### src/rtl/otsl_pkg.sv
// ----------------------------------------------------------------------------
// otsl_pkg
// Shared types and constants of the onset-triggered stutter looper.
// ----------------------------------------------------------------------------
package otsl_pkg;

  localparam int unsigned LOOP_DEPTH_DEF  = 65536;
  localparam int unsigned SAMPLE_BITS_DEF = 24;

  localparam int unsigned ONSET_THRESHOLD_W = 25;
  localparam int unsigned LOOP_SAMPLES_W    = 17;
  localparam int unsigned CFG_IDX_W         = 1;
  localparam int unsigned CFG_DATA_W        = 25;

  localparam logic [ONSET_THRESHOLD_W-1:0] ONSET_THRESHOLD_RST = ONSET_THRESHOLD_W'(8389);
  localparam logic [LOOP_SAMPLES_W-1:0]    LOOP_SAMPLES_RST    = LOOP_SAMPLES_W'(12000);

  typedef enum logic [1:0] {
    MODE_IDLE = 2'd0,
    MODE_WAIT = 2'd1,
    MODE_REC  = 2'd2,
    MODE_PLAY = 2'd3
  } mode_e;

  typedef enum logic [CFG_IDX_W-1:0] {
    CFG_ONSET_THRESHOLD = 1'd0,
    CFG_LOOP_SAMPLES    = 1'd1
  } cfg_idx_e;

  typedef struct packed {
    logic  wr;
    logic  rd;
    mode_e mode;
  } otsl_step_t;

endpackage

### src/rtl/otsl_ctrl.sv
// ----------------------------------------------------------------------------
// otsl_ctrl
// Looper sequencer: onset detection, loop length latch, loop position and
// loop store access per accepted beat.
// ----------------------------------------------------------------------------
module otsl_ctrl #(
  parameter int unsigned LOOP_DEPTH  = otsl_pkg::LOOP_DEPTH_DEF,
  parameter int unsigned SAMPLE_BITS = otsl_pkg::SAMPLE_BITS_DEF
) (
  input  logic                                        clk_i,
  input  logic                                        rst_ni,
  input  logic                                        in_fire_i,
  input  logic signed [SAMPLE_BITS-1:0]               in_left_i,
  input  logic signed [SAMPLE_BITS-1:0]               in_right_i,
  input  logic                                        arm_i,
  input  logic [otsl_pkg::ONSET_THRESHOLD_W-1:0]      onset_threshold_i,
  input  logic [otsl_pkg::LOOP_SAMPLES_W-1:0]         loop_samples_i,
  output otsl_pkg::otsl_step_t                        step_o,
  output logic [$clog2(LOOP_DEPTH)-1:0]               addr_o
);

  localparam int unsigned ADDR_W = $clog2(LOOP_DEPTH);
  localparam int unsigned POS_W  = $clog2(LOOP_DEPTH + 1);
  localparam int unsigned LS_W   = otsl_pkg::LOOP_SAMPLES_W;
  localparam int unsigned LEN_W  = (POS_W > LS_W) ? POS_W : LS_W;
  localparam int unsigned ENV_W  = SAMPLE_BITS + 1;
  localparam int unsigned THR_W  = otsl_pkg::ONSET_THRESHOLD_W;
  localparam int unsigned CMP_W  = (ENV_W > THR_W) ? ENV_W : THR_W;

  localparam logic [LEN_W-1:0] DEPTH_EXT = LEN_W'(LOOP_DEPTH);

  otsl_pkg::mode_e  mode_q, mode_d, mode_cur;
  logic [POS_W-1:0] pos_q, pos_d, pos_inc;
  logic [POS_W-1:0] len_q, len_d;
  logic [ENV_W-1:0] prev_q, prev_d;

  logic [SAMPLE_BITS-1:0] raw_l, raw_r, mag_l, mag_r;
  logic [ENV_W-1:0]       env;
  logic [CMP_W-1:0]       env_ext, prev_ext, thr_ext;
  logic [LEN_W-1:0]       ls_ext, len_clamped;
  logic                   onset;

  always_comb begin
    raw_l    = in_left_i;
    raw_r    = in_right_i;
    mag_l    = raw_l[SAMPLE_BITS-1] ? (~raw_l + SAMPLE_BITS'(1)) : raw_l;
    mag_r    = raw_r[SAMPLE_BITS-1] ? (~raw_r + SAMPLE_BITS'(1)) : raw_r;
    env      = {1'b0, mag_l} + {1'b0, mag_r};
    env_ext  = CMP_W'(env);
    prev_ext = CMP_W'(prev_q);
    thr_ext  = CMP_W'(onset_threshold_i);
    onset    = (env_ext > thr_ext) && (prev_ext <= thr_ext);

    ls_ext = LEN_W'(loop_samples_i);
    if (ls_ext > DEPTH_EXT) begin
      len_clamped = DEPTH_EXT;
    end else if (ls_ext == '0) begin
      len_clamped = LEN_W'(1);
    end else begin
      len_clamped = ls_ext;
    end

    if (!arm_i) begin
      mode_cur = otsl_pkg::MODE_IDLE;
    end else if (mode_q == otsl_pkg::MODE_IDLE) begin
      mode_cur = otsl_pkg::MODE_WAIT;
    end else begin
      mode_cur = mode_q;
    end

    pos_inc     = pos_q + POS_W'(1);
    mode_d      = mode_q;
    pos_d       = pos_q;
    len_d       = len_q;
    prev_d      = prev_q;
    step_o.wr   = 1'b0;
    step_o.rd   = 1'b0;
    step_o.mode = mode_cur;

    if (in_fire_i) begin
      mode_d = mode_cur;
      prev_d = '0;
      unique case (mode_cur)
        otsl_pkg::MODE_IDLE: begin
        end
        otsl_pkg::MODE_WAIT: begin
          prev_d = env;
          if (onset) begin
            len_d  = POS_W'(len_clamped);
            pos_d  = '0;
            mode_d = otsl_pkg::MODE_REC;
          end
        end
        otsl_pkg::MODE_REC: begin
          step_o.wr = 1'b1;
          if (pos_inc >= len_q) begin
            pos_d  = '0;
            mode_d = otsl_pkg::MODE_PLAY;
          end else begin
            pos_d = pos_inc;
          end
        end
        otsl_pkg::MODE_PLAY: begin
          step_o.rd = 1'b1;
          pos_d     = (pos_inc >= len_q) ? '0 : pos_inc;
        end
        default: begin
        end
      endcase
    end
  end

  assign addr_o = pos_q[ADDR_W-1:0];

  always_ff @(posedge clk_i or negedge rst_ni) begin
    if (!rst_ni) begin
      mode_q <= otsl_pkg::MODE_IDLE;
      pos_q  <= '0;
      len_q  <= '0;
      prev_q <= '0;
    end else begin
      mode_q <= mode_d;
      pos_q  <= pos_d;
      len_q  <= len_d;
      prev_q <= prev_d;
    end
  end

endmodule

### config.mk
export PLATFORM = sky130hd
export DESIGN_NAME = otsl_ctrl
export DESIGN_NICKNAME = d
export VERILOG_FILES = /design/src/rtl/otsl_pkg.sv /design/src/rtl/otsl_ctrl.sv
export SDC_FILE = /design/constraint.sdc
export NUM_CORES = 1
export LEC_CHECK = 0
export BUFFER_PORTS_ARGS = -buffer_cell sky130_fd_sc_hd__buf_4
export CAP_MARGIN = 20
export CORE_AREA = 2 2 112 157
export DETAILED_ROUTE_END_ITERATION = 10
export DIE_AREA = 0 0 114 159
export PLACE_DENSITY = 0.59
export SKIP_CTS_REPAIR_TIMING = 1
export SLEW_MARGIN = 15
export SYNTH_ARGS = -nofsm -noshare
export SYNTH_HDL_FRONTEND = slang
export SYNTH_SLANG_ARGS = --single-unit
### constraint.sdc
create_clock -name clk_i -period 3.9 [get_ports clk_i]
set_clock_uncertainty 0.1 [all_clocks]
set_input_delay 0.195 -clock clk_i [delete_from_list [all_inputs] [get_ports clk_i]]
set_output_delay 0.195 -clock clk_i [all_outputs]
set_load 0.005 [all_outputs]
==> run metrics <==
area grow syn2layout 40.9%; Total Power about 3500 uW; Max VDD drop about 0.2 mV; Vias/cell 5.19; Post-Syn Area between 6000 and 7000 um^2; Crit. End Element register; WHS Path Cells 3; Final setup viols 36; routed wire length roughly 18000 um; Post-Syn Nets between 900 and 1000; Synth area leader dfrtp_1; status finished with violations; Req. time, crit path just over 4 ns; grt total ovfl 0; clk slew on worst S/H paths ~0.05 ns; port bufs around 110; register area 1530 um^2; RSZ-0062 raised after global routing yes; CTS Buf Count 9; Worst Hold Endpoint len_q[11]$_DFFE_PN0P_; Vias roughly 6500; Critical R2R Launch pos_q[4]$_DFFE_PN0P_; global-route wire length before repair between 20000 and 30000 um; Hold Vio Cnt, Final 0; DIE WIDTH 114 um; initial antenna violation count 0; top cells by area, synth dfrtp_1 (23%), ha_1 (18%), xnor2_1 (9.0%); Finished Cell Area approximately 9000 um^2; WP data arrival 5.28 ns; worst r2r path cells 13; total negative setup slack -41.92 ns; crit-path max FO 17; f_max roughly 200 MHz; DRT antenna net count 0; initial DRC count ~230; Hold Slack between 0.015 and 0.02 ns; Distinct cells, synth 58; routability cong. about 0.87; number of max-cap violations 0; core area between 15000 and 20000 um^2; Reg2Reg Capture Point pos_q[4]$_DFFE_PN0P_; startpoint types input pin; synth warn 0; Pre-antenna DRT Iters 4; fin nets 1229; IO Pins between 100 and 150; failing checks negative setup slack; crit path time final 5.13 ns; commonest non-fill, non-tap cell in the layout buf_4; commonest cells after routing, fill and taps aside buf_4 (272), ha_1 (97), nand2_1 (71); detailed placement HPWL around 15000 um; number of global-route vias before repair 6232; Async SR Flop Fraction 1.00; Die H approximately 160 um; Final period util 1.32; Yosys reg bits 61; post-route DRC violation count 0; r2r setup slk about 0.050 ns; CTS Sinks 61; hold_sp loop_samples_i[11]; critical path type input pin to register; wire per inst ~15 um; largest net degree at the start of global routing 62; CTS tree done; Pwr per Cell Area between 300 and 400 nW/um^2; Hold Path Class input pin to register; number of enable flip-flop cells after synthesis 0; Clk Latency, worst-skew pair between 0.3 and 0.4 ns; Main synth FF type dfrtp_1; CTS max path bufs 2; post-synthesis cell count between 700 and 800; post-synth top area share 0.232; PnR worst setup slack -1.23 ns; Syn Area/Cell roughly 8.4 um^2; Rows 56; root buf cell clkbuf_16; die area 18100 um^2; area taken by multi-input logic gates 4800 um^2; H-tree depth 3; Placed Instance Area slightly below 9000 um^2; Slew Limit Fails 0; Post-Route Utilization 0.556; register area share after synthesis 0.232; ratio of cells with drive above 1 in the final layout 0.319; Antenna diodes 0; initial cell density of the core 0.395; Tightest Pin Transition 0.934 ns; Fillers between 1500 and 2000; max_slew headroom 0.377; gr usage total 0.199; Pleak roughly 0.0046 uW
-- power by group --
part / internal [uW] / leakage, uW / switching, uW
combinational: 915 / 0.00368 / 885
clock: 592 / 0.000163 / 289
sequential: 789 / 0.000799 / 69.1
total: 2300 / 0.00464 / 1240
-- kinds of logic after synthesis --
| family | after synthesis | synth area share |
|---|---|---|
| AOI/OAI and AO/OA | 205 | 0.207 |
| DFF | 61 | 0.232 |
| and+or+nand+nor | 223 | 0.176 |
| adders and majority gates | 98 | 0.187 |
| muxes | 17 | 0.0260 |
| buffers and inverters | 102 | 0.0675 |
| xor gates and xnor gates | 78 | 0.104 |
-- area by class of cell --
class	count	area share
clock inverters	4	0.00756
repair buffers	278	0.228
clock buffers	12	0.0277
inverters	66	0.0267
flip-flops and latches	61	0.165
multi-input cells	621	0.518
well taps	203	0.0274
-- worst max-delay path, cell delays in order --
cell	delay, ns
buf_6	0.09
or4_4	0.52
or3_4	0.39
nand2b_4	0.18
or3_4	0.40
nand2_4	0.09
xnor2_2	0.07
ha_1	0.32
a21oi_2	0.14
o21bai_1	0.07
a21o_1	0.22
a2111oi_2	0.22
a21oi_1	0.13
a21bo_2	0.24
nand2_2	0.07
nand2b_1	0.05
ha_1	0.29
nand4_1	0.19
nor4_4	0.24
o311ai_1	0.14
and3_1	0.23
nand3_1	0.12
nand3_4	0.12
nor2_4	0.15
buf_12	0.18
mux2i_1	0.22
-- stage by stage --
step	std cells	worst slack, ns
after floorplan	784	-1.24
after global placement	1223	-1.70
after detailed placement	1223	-1.81
after CTS	1239	-1.46
after global routing	1245	-1.51
final	1245	-1.23
-- cells in the mapped netlist (2+ instances only) --
cell type,number
or4_1,2
o31ai_1,17
or3_1,3
o311ai_0,2
a311oi_1,2
a21oi_1,48
clkbuf_1,18
nor4_1,8
nand2b_1,21
a211oi_1,3
o41ai_1,8
or3_4,2
ha_1,97
o21a_1,4
xor2_1,10
nand2_1,73
inv_1,66
o22ai_1,2
o211ai_1,4
a31oi_1,3
mux2i_1,16
nor2b_1,3
a2111oi_0,7
and4_1,4
a211o_1,2
and3_1,12
nand4_1,16
dfrtp_1,61
o221ai_1,3
nand2b_4,2
nor3_1,16
o21bai_1,5
o21ai_0,52
buf_4,16
or2_2,2
nor4bb_1,2
a21o_1,15
xnor2_1,68
nand3_1,23
a22o_1,21
and2_1,5
nor2_1,24
-- routing by layer --
| metal | track usage | vias up | share of wire |
|---|---|---|---|
| met2 | 0.382 | 136 | 0.54 |
| li1 | - | 3342 | - |
| met4 | 0.0671 | 0 | 0.024 |
| met1 | 0.226 | 2956 | 0.40 |
| met5 | 0 | - | 0 |
| met3 | 0.0179 | 23 | 0.032 |
-- flip-flops by register name, summed over array words and instances, names as in the netlist --
name      count
len_q        17
prev_ext     25
mode_q        2
pos_q        17
-- how the worst max path moves through the flow --
stage / from / endpoint / slack [ns]
2_1_floorplan: in_right_i[5] / len_q[10]$_DFFE_PN0P_ / -1.24
3_3_place_gp: in_right_i[5] / pos_q[12]$_DFFE_PN0P_ / -1.70
3_5_place_dp: in_right_i[5] / pos_q[12]$_DFFE_PN0P_ / -1.81
4_1_cts: in_right_i[5] / pos_q[12]$_DFFE_PN0P_ / -1.46
5_1_grt: in_right_i[4] / len_q[4]$_DFFE_PN0P_ / -1.51
6_report: in_right_i[4] / len_q[4]$_DFFE_PN0P_ / -1.23
Note: power is estimated with default switching activity, not from simulation.
